--- src/design/pie_pkg.sv ---
// shared types and constants for the positional insert/erase list
// no dependencies; imported by every module of the block except pie_ram
`timescale 1ns / 1ps
`default_nettype none

package pie_pkg;

  localparam int CAPACITY_DEF = 16;

  localparam int KIND_W      = 3;
  localparam int POS_W       = 5;
  localparam int VAL_W       = 32;
  localparam int CNT_OUT_W   = 5;
  localparam int STAT_W      = 2;
  localparam int IN_DATA_W   = 40;  // position, data_value, padded to bytes
  localparam int OUT_DATA_W  = 40;  // read_value, entry_count, padded to bytes

  typedef enum logic [KIND_W-1:0] {
    K_PUSH_BACK  = 3'd0,
    K_PUSH_FRONT = 3'd1,
    K_POP_BACK   = 3'd2,
    K_POP_FRONT  = 3'd3,
    K_INSERT     = 3'd4,
    K_ERASE      = 3'd5,
    K_READ_AT    = 3'd6,
    K_READ_LAST  = 3'd7
  } kind_e;

  typedef enum logic [STAT_W-1:0] {
    STS_OK    = 2'd0,
    STS_FULL  = 2'd1,
    STS_EMPTY = 2'd2,
    STS_POS   = 2'd3
  } status_e;

  // what the datapath has to do with the store for the accepted word
  typedef enum logic [2:0] {
    PLAN_NONE   = 3'd0,
    PLAN_APPEND = 3'd1,
    PLAN_OPEN   = 3'd2,
    PLAN_CLOSE  = 3'd3,
    PLAN_READ   = 3'd4
  } plan_e;

  typedef enum logic [2:0] {
    S_IDLE    = 3'd0,
    S_PLAN    = 3'd1,
    S_MOVE_RD = 3'd2,
    S_MOVE_WR = 3'd3,
    S_PUT     = 3'd4,
    S_FETCH   = 3'd5,
    S_DONE    = 3'd6
  } state_e;

  typedef struct packed {
    logic take;      // latch the input word and decode it
    logic rd_move;   // read the neighbor of the shift pointer
    logic wr_move;   // write it at the shift pointer and step
    logic wr_new;    // write the new value at the target slot
    logic rd_fetch;  // read the target slot
    logic finish;    // load the result register, commit the count
  } pie_cmd_t;

  typedef struct packed {
    plan_e plan;
    logic  move_left;  // shift pointer has not reached its end
    logic  out_free;   // result register can take a new word
  } pie_stat_t;

endpackage

`default_nettype wire

--- src/design/pie_ram.sv ---
// generic single write port ram with a registered read port
// no dependencies
`timescale 1ns / 1ps
`default_nettype none

module pie_ram #(
  parameter int WIDTH = 32,
  parameter int DEPTH = 16
) (
  input  wire logic                     clk_i,
  input  wire logic                     we_i,
  input  wire logic [$clog2(DEPTH)-1:0] waddr_i,
  input  wire logic [WIDTH-1:0]         wdata_i,
  input  wire logic                     re_i,
  input  wire logic [$clog2(DEPTH)-1:0] raddr_i,
  output      logic [WIDTH-1:0]         rdata_o
);

  logic [WIDTH-1:0] mem_q [DEPTH];
  logic [WIDTH-1:0] rdata_q;

  always_ff @(posedge clk_i) begin
    if (we_i) begin
      mem_q[waddr_i] <= wdata_i;
    end
    if (re_i) begin
      rdata_q <= mem_q[raddr_i];
    end
  end

  assign rdata_o = rdata_q;

endmodule

`default_nettype wire

--- src/design/pie_dp.sv ---
// datapath: operation decode, count, shift pointer, store ram, result register
// depends on pie_pkg and pie_ram
`timescale 1ns / 1ps
`default_nettype none

module pie_dp #(
  parameter int CAPACITY = pie_pkg::CAPACITY_DEF
) (
  input  wire logic                           clk_i,
  input  wire logic                           rst_ni,
  input  wire logic [pie_pkg::KIND_W-1:0]     kind_i,
  input  wire logic [pie_pkg::POS_W-1:0]      position_i,
  input  wire logic [pie_pkg::VAL_W-1:0]      data_value_i,
  input  wire pie_pkg::pie_cmd_t              cmd_i,
  output      pie_pkg::pie_stat_t             stat_o,
  input  wire logic                           out_ready_i,
  output      logic                           out_valid_o,
  output      logic [pie_pkg::VAL_W-1:0]      read_value_o,
  output      logic [pie_pkg::CNT_OUT_W-1:0]  entry_count_o,
  output      logic [pie_pkg::STAT_W-1:0]     status_o
);

  import pie_pkg::*;

  localparam int AddrW = $clog2(CAPACITY);
  localparam int CntW  = $clog2(CAPACITY + 1);
  localparam int CmpW  = ((CntW > POS_W) ? CntW : POS_W) + 1;

  logic [CntW-1:0]  count_q, count_d;
  logic [CntW-1:0]  ptr_q, ptr_d;
  logic [AddrW-1:0] idx_q, idx_d;
  logic [VAL_W-1:0] data_q;
  plan_e            plan_q, plan_d;
  status_e          sts_q, sts_d;
  logic             inc_q, inc_d, dec_q, dec_d;

  logic             out_valid_q;
  logic [VAL_W-1:0] out_value_q;
  logic [CNT_OUT_W-1:0] out_count_q;
  status_e          out_sts_q;

  logic [CmpW-1:0]  cnt_w, pos_w, idx_w;
  logic             full, empty, ins_ok, pos_ok;

  logic             ram_we, ram_re;
  logic [AddrW-1:0] ram_waddr, ram_raddr;
  logic [VAL_W-1:0] ram_wdata, ram_rdata;
  logic [CntW-1:0]  ptr_nb, ptr_step;
  logic [CntW-1:0]  count_new;
  logic [CmpW-1:0]  count_new_w;

  // decode of the incoming word against the current count
  always_comb begin
    cnt_w  = CmpW'(count_q);
    pos_w  = CmpW'(position_i);
    full   = (count_q == CntW'(CAPACITY));
    empty  = (count_q == '0);
    ins_ok = (pos_w != '0) && (pos_w <= cnt_w + CmpW'(1));
    pos_ok = (pos_w != '0) && (pos_w <= cnt_w);
    sts_d  = STS_OK;
    plan_d = PLAN_NONE;
    inc_d  = 1'b0;
    dec_d  = 1'b0;
    idx_w  = pos_w - CmpW'(1);
    case (kind_e'(kind_i))
      K_PUSH_BACK: begin
        idx_w = cnt_w;
        if (full) sts_d = STS_FULL;
        else begin
          plan_d = PLAN_APPEND;
          inc_d  = 1'b1;
        end
      end
      K_PUSH_FRONT: begin
        idx_w = '0;
        if (full) sts_d = STS_FULL;
        else begin
          plan_d = PLAN_OPEN;
          inc_d  = 1'b1;
        end
      end
      K_POP_BACK: begin
        if (empty) sts_d = STS_EMPTY;
        else dec_d = 1'b1;
      end
      K_POP_FRONT: begin
        idx_w = '0;
        if (empty) sts_d = STS_EMPTY;
        else begin
          plan_d = PLAN_CLOSE;
          dec_d  = 1'b1;
        end
      end
      K_INSERT: begin
        if (full) sts_d = STS_FULL;
        else if (!ins_ok) sts_d = STS_POS;
        else begin
          plan_d = PLAN_OPEN;
          inc_d  = 1'b1;
        end
      end
      K_ERASE: begin
        if (empty) sts_d = STS_EMPTY;
        else if (!pos_ok) sts_d = STS_POS;
        else begin
          plan_d = PLAN_CLOSE;
          dec_d  = 1'b1;
        end
      end
      K_READ_AT: begin
        if (empty) sts_d = STS_EMPTY;
        else if (!pos_ok) sts_d = STS_POS;
        else plan_d = PLAN_READ;
      end
      K_READ_LAST: begin
        idx_w = cnt_w - CmpW'(1);
        if (empty) sts_d = STS_EMPTY;
        else plan_d = PLAN_READ;
      end
      default: begin
        sts_d = STS_OK;
      end
    endcase
    idx_d = idx_w[AddrW-1:0];
  end

  // shift pointer: opening walks down from the count, closing walks up from idx
  always_comb begin
    ptr_nb   = (plan_q == PLAN_OPEN) ? (ptr_q - CntW'(1)) : (ptr_q + CntW'(1));
    ptr_step = ptr_nb;
    ptr_d    = ptr_q;
    if (cmd_i.take) begin
      ptr_d = (plan_d == PLAN_OPEN) ? count_q : CntW'(idx_d);
    end else if (cmd_i.wr_move) begin
      ptr_d = ptr_step;
    end
  end

  assign stat_o.plan      = plan_q;
  assign stat_o.move_left = (plan_q == PLAN_OPEN)
                            ? (ptr_q != CntW'(idx_q))
                            : ({1'b0, ptr_q} + (CntW+1)'(1) < {1'b0, count_q});
  assign stat_o.out_free  = !out_valid_q || out_ready_i;

  assign ram_re    = cmd_i.rd_move || cmd_i.rd_fetch;
  assign ram_raddr = cmd_i.rd_fetch ? idx_q : ptr_nb[AddrW-1:0];
  assign ram_we    = cmd_i.wr_move || cmd_i.wr_new;
  assign ram_waddr = cmd_i.wr_move ? ptr_q[AddrW-1:0] : idx_q;
  assign ram_wdata = cmd_i.wr_move ? ram_rdata : data_q;

  pie_ram #(
    .WIDTH (VAL_W),
    .DEPTH (CAPACITY)
  ) u_ram (
    .clk_i   (clk_i),
    .we_i    (ram_we),
    .waddr_i (ram_waddr),
    .wdata_i (ram_wdata),
    .re_i    (ram_re),
    .raddr_i (ram_raddr),
    .rdata_o (ram_rdata)
  );

  always_comb begin
    count_new   = count_q + CntW'(inc_q) - CntW'(dec_q);
    count_new_w = CmpW'(count_new);
    count_d     = cmd_i.finish ? count_new : count_q;
  end

  always_ff @(posedge clk_i or negedge rst_ni) begin
    if (!rst_ni) begin
      count_q     <= '0;
      plan_q      <= PLAN_NONE;
      out_valid_q <= 1'b0;
    end else begin
      count_q <= count_d;
      if (cmd_i.take) plan_q <= plan_d;
      if (cmd_i.finish) out_valid_q <= 1'b1;
      else if (out_ready_i) out_valid_q <= 1'b0;
    end
  end

  always_ff @(posedge clk_i) begin
    ptr_q <= ptr_d;
    if (cmd_i.take) begin
      idx_q  <= idx_d;
      data_q <= data_value_i;
      sts_q  <= sts_d;
      inc_q  <= inc_d;
      dec_q  <= dec_d;
    end
    if (cmd_i.finish) begin
      out_value_q <= (plan_q == PLAN_READ) ? ram_rdata : '0;
      out_count_q <= count_new_w[CNT_OUT_W-1:0];
      out_sts_q   <= sts_q;
    end
  end

  assign out_valid_o   = out_valid_q;
  assign read_value_o  = out_value_q;
  assign entry_count_o = out_count_q;
  assign status_o      = out_sts_q;

endmodule

`default_nettype wire

--- src/design/pie_ctrl.sv ---
// controller state machine sequencing the store accesses of one word
// depends on pie_pkg
`timescale 1ns / 1ps
`default_nettype none

module pie_ctrl (
  input  wire logic               clk_i,
  input  wire logic               rst_ni,
  input  wire logic               in_valid_i,
  output      logic               in_ready_o,
  input  wire pie_pkg::pie_stat_t stat_i,
  output      pie_pkg::pie_cmd_t  cmd_o
);

  import pie_pkg::*;

  state_e state_q, state_d;

  always_ff @(posedge clk_i or negedge rst_ni) begin
    if (!rst_ni) begin
      state_q <= S_IDLE;
    end else begin
      state_q <= state_d;
    end
  end

  always_comb begin
    state_d    = state_q;
    cmd_o      = '0;
    in_ready_o = 1'b0;
    case (state_q)
      S_IDLE: begin
        in_ready_o = 1'b1;
        if (in_valid_i) begin
          cmd_o.take = 1'b1;
          state_d    = S_PLAN;
        end
      end
      // also the loop check after each moved entry
      S_PLAN: begin
        case (stat_i.plan)
          PLAN_APPEND: state_d = S_PUT;
          PLAN_OPEN:   state_d = stat_i.move_left ? S_MOVE_RD : S_PUT;
          PLAN_CLOSE:  state_d = stat_i.move_left ? S_MOVE_RD : S_DONE;
          PLAN_READ:   state_d = S_FETCH;
          default:     state_d = S_DONE;
        endcase
      end
      S_MOVE_RD: begin
        cmd_o.rd_move = 1'b1;
        state_d       = S_MOVE_WR;
      end
      S_MOVE_WR: begin
        cmd_o.wr_move = 1'b1;
        state_d       = S_PLAN;
      end
      S_PUT: begin
        cmd_o.wr_new = 1'b1;
        state_d      = S_DONE;
      end
      S_FETCH: begin
        cmd_o.rd_fetch = 1'b1;
        state_d        = S_DONE;
      end
      S_DONE: begin
        if (stat_i.out_free) begin
          cmd_o.finish = 1'b1;
          state_d      = S_IDLE;
        end
      end
      default: begin
        state_d = S_IDLE;
      end
    endcase
  end

endmodule

`default_nettype wire

--- src/design/positional_insert_erase_list_top.sv ---
// top level of the positional insert/erase list: stream ports, controller, datapath
// depends on pie_pkg, pie_ctrl, pie_dp (and through it pie_ram)
//
// channel  | dir | tdata (low bit up)                 | tuser
// ---------+-----+------------------------------------+------------------
// s_axis   | in  | position[4:0], data_value[36:5]    | kind[2:0]
// m_axis   | out | read_value[31:0], entry_count[36:32] | status[1:0]
//
// one word at a time; from accept to next accept:
//   pop back / failed ops: go to the result, push back: write the new value,
//   reads: fetch the slot, push front / insert: move n entries up, then write,
//   pop front / erase: move n entries down; each move is a ram read then a write
// reset clears the count and the control; the store is not cleared
// a stalled result waits in the output register while the next word is taken;
// that word finishes once the register frees
`timescale 1ns / 1ps
`default_nettype none

module positional_insert_erase_list_top #(
  parameter int CAPACITY = pie_pkg::CAPACITY_DEF
) (
  input  wire logic                            clk_i,
  input  wire logic                            rst_ni,
  input  wire logic                            s_axis_tvalid,
  output      logic                            s_axis_tready,
  input  wire logic [pie_pkg::IN_DATA_W-1:0]   s_axis_tdata,   // position, data_value
  input  wire logic [pie_pkg::KIND_W-1:0]      s_axis_tuser,   // kind
  output      logic                            m_axis_tvalid,
  input  wire logic                            m_axis_tready,
  output      logic [pie_pkg::OUT_DATA_W-1:0]  m_axis_tdata,   // read_value, entry_count
  output      logic [pie_pkg::STAT_W-1:0]      m_axis_tuser    // status
);

  import pie_pkg::*;

  pie_cmd_t              cmd;
  pie_stat_t             stat;
  logic [VAL_W-1:0]      read_value;
  logic [CNT_OUT_W-1:0]  entry_count;

  // sequencer
  pie_ctrl u_ctrl (
    .clk_i      (clk_i),
    .rst_ni     (rst_ni),
    .in_valid_i (s_axis_tvalid),
    .in_ready_o (s_axis_tready),
    .stat_i     (stat),
    .cmd_o      (cmd)
  );

  // decode, store and result register
  pie_dp #(
    .CAPACITY (CAPACITY)
  ) u_dp (
    .clk_i         (clk_i),
    .rst_ni        (rst_ni),
    .kind_i        (s_axis_tuser),
    .position_i    (s_axis_tdata[POS_W-1:0]),
    .data_value_i  (s_axis_tdata[POS_W+VAL_W-1:POS_W]),
    .cmd_i         (cmd),
    .stat_o        (stat),
    .out_ready_i   (m_axis_tready),
    .out_valid_o   (m_axis_tvalid),
    .read_value_o  (read_value),
    .entry_count_o (entry_count),
    .status_o      (m_axis_tuser)
  );

  // pack the result word, zero pad to whole bytes
  assign m_axis_tdata = {{(OUT_DATA_W - VAL_W - CNT_OUT_W){1'b0}}, entry_count, read_value};

endmodule

`default_nettype wire

--- config.mk ---
export PLATFORM = sky130hd
export DESIGN_NAME = positional_insert_erase_list_top
export DESIGN_NICKNAME = d
export VERILOG_FILES = /design/src/design/pie_pkg.sv /design/src/design/pie_ram.sv /design/src/design/pie_dp.sv /design/src/design/pie_ctrl.sv /design/src/design/positional_insert_erase_list_top.sv
export SDC_FILE = /design/constraint.sdc
export NUM_CORES = 1
export LEC_CHECK = 0
export ABC_AREA = 1
export BUFFER_PORTS_ARGS = -buffer_cell sky130_fd_sc_hd__buf_2
export CORE_MARGIN = 1
export CORE_UTILIZATION = 52
export DETAILED_ROUTE_END_ITERATION = 8
export PLACE_DENSITY = 0.69
export SLEW_MARGIN = 20
export SYNTH_ARGS = -nofsm -noshare
export SYNTH_HDL_FRONTEND = slang
export SYNTH_SLANG_ARGS = --single-unit
--- constraint.sdc ---
create_clock -name clk_i -period 3.4 [get_ports clk_i]
set_input_delay 0.51 -clock clk_i [delete_from_list [all_inputs] [get_ports clk_i]]
set_output_delay 0.51 -clock clk_i [all_outputs]
set_load 0.05 [all_outputs]
Word-level counts from Yosys, hierarchy flattened
Memory sizes are Yosys's and may differ from the RTL's. A register that Yosys moved wholly into a read port is not among the register bits. Cells that the tools add are included. Widths: inputs -> output; s select.

$lt $le $gt $ge: 3. Divide/modulo/power cells: 0. Shifts and indexed selects: 0. Equal/unequal tests: 22. $mul: 0. Muxes and demuxes: 54. Reductions and logical operators: 19. Add/sub/neg operators: 8. Bitwise logic cells: 0.

Operator list (count): $mux 32 (1); $mux 3 (9); $eq 3x3->1 const B (8); $mux 1 (22); $eq 3x2->1 const B (7); $pmux 3 s7 (1); $mux 5 (4); $mux 2 (9); $pmux 3 s6 (1); $add 5x1->6 const B (2); $pmux 3 s4 (1); $pmux 4 s3 (1); $reduce_or 2->1 (5); $eq 3x1->1 const B (3); $mux 4 (2); $pmux 2 s4 (1); $sub 4x1->4 const B (2); $le 5x6->1 (1); $logic_not 3->1 (2); $lt 6x5->1 (1); $add 5x1->5 (1); $add 5x1->5 const B (1); $eq 5x5->1 const B (1); $le 5x5->1 (1); other kinds (13) (19).

Word-level logic and storage cells: 120. Memories: 1. RAM bits: 512. Bits in read-only memories: 0. Latch bits: 0. Register bits: 96.

Memory list: u_dp.u_ram.mem_q (words 16, bits a word 32, read ports 1, clocked after Yosys merged registers in 1, write ports 1, line pie_ram.sv:19) `logic [WIDTH-1:0] mem_q [DEPTH];`.

Depth between registers and ports, before layout
Word-level depth: 9. Gate-level depth with buffers: 17. Depth with buffers taken out: 17.

By module
A second synthesis with hierarchy kept.

Cell total of the unflattened synthesis: 2689. Area total of the unflattened synthesis: 28348.4 µm².

Modules (own cells, without submodules): pie_ram (area an instance 23050.9 µm², cells an instance 2120, times used 1, sequential area each 16335.7 µm²); pie_dp (area an instance 5032.3 µm², cells an instance 524, times used 1, sequential area each 2747.6 µm²); pie_ctrl (area an instance 239.0 µm², cells an instance 41, times used 1, sequential area each 75.1 µm²); positional_insert_erase_list_top (area an instance 26.3 µm², cells an instance 4, times used 1, sequential area each 0.0 µm²).

Worst setup path after synthesis
Ideal clock, no wire load.

Path kind: reg2reg. From: register u_ctrl.state_q[1]. To: register u_dp.ptr_q[4], data pin. Clock period less this slack: 3.980 ns. Cell stages (with the launch flop): 6. Library setup time: 0.323 ns. Path slack: -0.580 ns. Arrival time: 3.657 ns. Required time: 3.077 ns. Cell sequence: dfrtp_1 -> nor3_1 -> nand2_1 -> inv_1 -> clkbuf_1 -> o22ai_1.

RTL lines: start, declared (line pie_ctrl.sv:17) `state_e state_q, state_d;`; start signal, assigned (line pie_ctrl.sv:23) `state_q <= state_d;`; end signal, assigned (line pie_dp.sv:184) `ptr_q <= ptr_d;`; end, declared (line pie_dp.sv:30) `logic [CntW-1:0] ptr_q, ptr_d;`.

Final worst setup path
From: register u_dp.plan_q[2]. To: register u_dp.u_ram.rdata_q[1], in the netlist u_dp.u_ram.rdata_o[1], read port of u_dp.u_ram.mem_q, data pin.

Cells in the longest elaborated chain, start to end: 3.

Ends and longest elaborated chain: start, declared (line pie_dp.sv:33) `plan_e plan_q, plan_d;`; start signal, assigned (line pie_dp.sv:177) `if (cmd_i.take) plan_q <= plan_d;`; $eq 3x2->1 (line pie_dp.sv:129) `ptr_nb = (plan_q == PLAN_OPEN) ? (ptr_q - CntW'(1)) : (ptr_q + CntW'(1));`; $mux 5 (line pie_dp.sv:129); $mux 4 (line pie_dp.sv:146) `assign ram_raddr = cmd_i.rd_fetch ? idx_q : ptr_nb[AddrW-1:0];`; end, declared (line pie_ram.sv:20) `logic [WIDTH-1:0] rdata_q;`.

No other way between the ends. A chain may end at the register's enable or synchronous reset.

==> results_dict.tcl <==
set metrics [dict create \
    postCtsHoldBufs 1 \
    hp-class "in2reg" \
    place_congestion 0.8450 \
    skew_ns 0.01524 \
    synth_sequential_area_ratio 0.7264 \
    cts_resized 0 \
    grt_pass1_wl_um 91360 \
    postRouteAntennaNets 0 \
    synth_simple_gate_area_share 0.1098 \
    cts_sinks 640 \
    fmax_mhz 335.8 \
    outcome "completed" \
    synth_top_family_by_area "simple AND/OR/NAND/NOR gates" \
    overflow 0 \
    relSlewSlack 0.3582 \
    rows 82 \
    worstSetupPathType "reg2reg" \
    layoutNonFillerInstCount 2927 \
    cts_tree "done" \
    antenna_found_initial 0 \
    root_buffer "clkbuf_16" \
    coreArea_um2 50070 \
    drt_iter0_drc 1969 \
    syn_avg_cell_area_um2 12.58 \
    avgViaCountPerCell 5.682 \
    tns_ns 0 \
    grt_max_degree 111 \
    finalCritPeriodShare 0.8759 \
    synth_compound_area_frac 0.1034 \
    wl_per_cell_um 20.58 \
    r2r-start "u_dp.plan_q[2]$_DFFE_PN0P_" \
    synth_area_leaders "edfxtp_1, nor2_1, o21ai_0" \
    synthToLayoutAreaGrowth_pct 13.57 \
    worstSetupStartpointType "flop" \
    clk_pin_slew_ns 0.06 \
    post-cts-setup-buffer-count 0 \
    dr.pass1.iters 6 \
    ys_ff_latch 640 \
    worstPathRequired_ns 3.78 \
    track_usage 0.2377 \
    yosysTopAreaCell "edfxtp_1" \
    cp_max_fo 64 \
    yosys.area_share.xor_xnor 0.004317 \
    synthAdderAreaFrac 0.01575 \
    die_h_um 227.2 \
    io_buffers 84 \
    start_util 0.5268 \
    rsz0062_at_grt "no" \
    drc 0 \
    netlist_area_um2 26380 \
    insertion_delay_ns 0.63 \
    drv_slew 0 \
    via_count 16630 \
    antenna_cells 0 \
    die_area_um2 51630 \
    drv_cap 0 \
    hold_violations 0 \
    fin_nets 2285 \
    r2r_slack_ns 0.42 \
    ys_warn_count 0 \
    layout-drive-gt1-share 0.1264 \
    endpoint_kind "flop" \
    dp_hpwl_um 30780 \
    die_w_um 227.2 \
    dp.cells 2814 \
    ff2ff_path_depth 12 \
    wl_um 60250 \
    tightest_slew_ns 0.9563 \
    setup_viol 0 \
    final_core_util 0.5983 \
    top_level_ports 91 \
    synthMuxAreaShare 0 \
    yosysTopAreaCellShare 0.7150 \
    grt_pass1_vias 15790 \
    cts-buffers-inserted 61 \
    synthCells 2097 \
    ys_types 39 \
    arrival_ns 3.36 \
    period_needed_ns 2.978 \
    rr_endpoint "u_dp.u_ram.rdata_o[1]$_DFFE_PP_" \
    crit_path_start "u_dp.plan_q[2]$_DFFE_PN0P_" \
    cts_buffer_depth 3 \
    crit_end "u_dp.u_ram.rdata_o[1]$_DFFE_PP_" \
    htree_levels 2 \
]
-- through the flow --
step,area [µm²],hold slack (ns),setup slack [ns]
after CTS,29960,0.02196,0.4192
after global placement,27990,0.4072,0.5307
final,29960,0.05020,0.4219
after detailed placement,27990,0.4048,0.4347
after floorplan,26380,0.2144,0.1253
after global routing,29960,0.03829,0.1830
-- placed cells by master (no fill, tap or decap), drive strengths merged, types with 2 or more instances in the layout --
| cell type | synthesis | routed |
|---|---|---|
| inv | 102 | 103 |
| fa | 2 | 2 |
| buf | 87 | 162 |
| o211ai | 128 | 128 |
| nand2 | 163 | 163 |
| ha | 30 | 30 |
| nor2 | 444 | 444 |
| clkinv | 1 | 29 |
| clkbuf | 32 | 75 |
| xnor2 | 3 | 3 |
| edfxtp | 628 | 628 |
| nand3 | 97 | 97 |
| o22ai | 5 | 5 |
| bufinv | 0 | 7 |
| o21ai | 316 | 316 |
| xor2 | 10 | 10 |
| or2 | 2 | 2 |
| dfrtp | 12 | 12 |
| o31ai | 2 | 2 |
| a21oi | 11 | 11 |
| nand4 | 9 | 9 |
| nor3 | 6 | 6 |
| conb | 1 | 3 |
-- kinds of logic after synthesis --
family,after synthesis
AND/OR/NAND/NOR,723
flip-flops,640
AO/OA/AOI/OAI,466
buffers and inverters,222
adder cells (fa/ha/maj),32
XOR/XNOR,13
other,1
-- worst max-delay path: stages, from the launching register on --
cell	delay (ns)
dfrtp_1	0.38
inv_1	0.09
nand2_1	0.07
nor2_1	0.36
ha_1	0.37
xor2_1	0.21
or2_2	0.17
o21ai_4	0.18
inv_2	0.13
buf_12	0.37
o211ai_1	0.18
nand3_1	0.13
nand2_1	0.06
-- how the worst min path moves through the flow --
stage / from / endpoint / slack (ns) / cells past startpoint
after floorplan: rst_ni / u_ctrl.state_q[0]$_DFFE_PN0P_ / 0.21 / 0
after global placement: rst_ni / u_dp.count_q[3]$_DFFE_PN0P_ / 0.41 / 1
after detailed placement: rst_ni / u_dp.count_q[3]$_DFFE_PN0P_ / 0.40 / 1
after CTS: s_axis_tdata[12] / u_dp.data_q[7]$_DFFE_PP_ / 0.02 / 1
after global routing: s_axis_tdata[28] / u_dp.data_q[23]$_DFFE_PP_ / 0.04 / 1
final: s_axis_tdata[11] / u_dp.data_q[6]$_DFFE_PP_ / 0.05 / 1
-- layer usage --
metal / wire (µm) / global-route usage
met1: 25330 / 0.3314
met5: 0 / 0
met2: 28950 / 0.3853
met3: 4333 / 0.03033
met4: 1631 / 0.08703
-- final cells by class --
type	instances	area [µm²]
fill	3915	20110
sequential	640	19160
multi-input combinational	1237	6331
tap	672	840.8
clock buffer	75	1600
timing repair buffer	163	1279
inverter	103	386.6
clock inverter	37	359.1
-- flip-flops by register name, indices dropped and copies added, names as in the netlist, 2 cells and up --
register	flops
u_ctrl.state_q	3
u_dp.count_q	5
u_dp.data_q	32
u_dp.entry_count_o	5
u_dp.idx_q	4
u_dp.plan_q	3
u_dp.ptr_q	5
u_dp.read_value_o	32
u_dp.status_o	2
u_dp.sts_q	2
u_dp.u_ram.mem_q	512
u_dp.u_ram.rdata_o	32
-- synth_stat cells, drive strengths merged --
master / instances
edfxtp: 628
nor2: 444
o21ai: 316
nand2: 163
o211ai: 128
inv: 102
nand3: 97
buf: 87
clkbuf: 32
ha: 30
dfrtp: 12
a21oi: 11
xor2: 10
nand4: 9
nor3: 6
o22ai: 5
xnor2: 3
fa: 2
o31ai: 2
or2: 2
a211oi: 1
a21boi: 1
a31oi: 1
clkinv: 1
conb: 1
nand3b: 1
nor4: 1
o221ai: 1
Power is not shown: default switching activity piles up to over one toggle a cycle in this logic, so the estimate is an artifact.
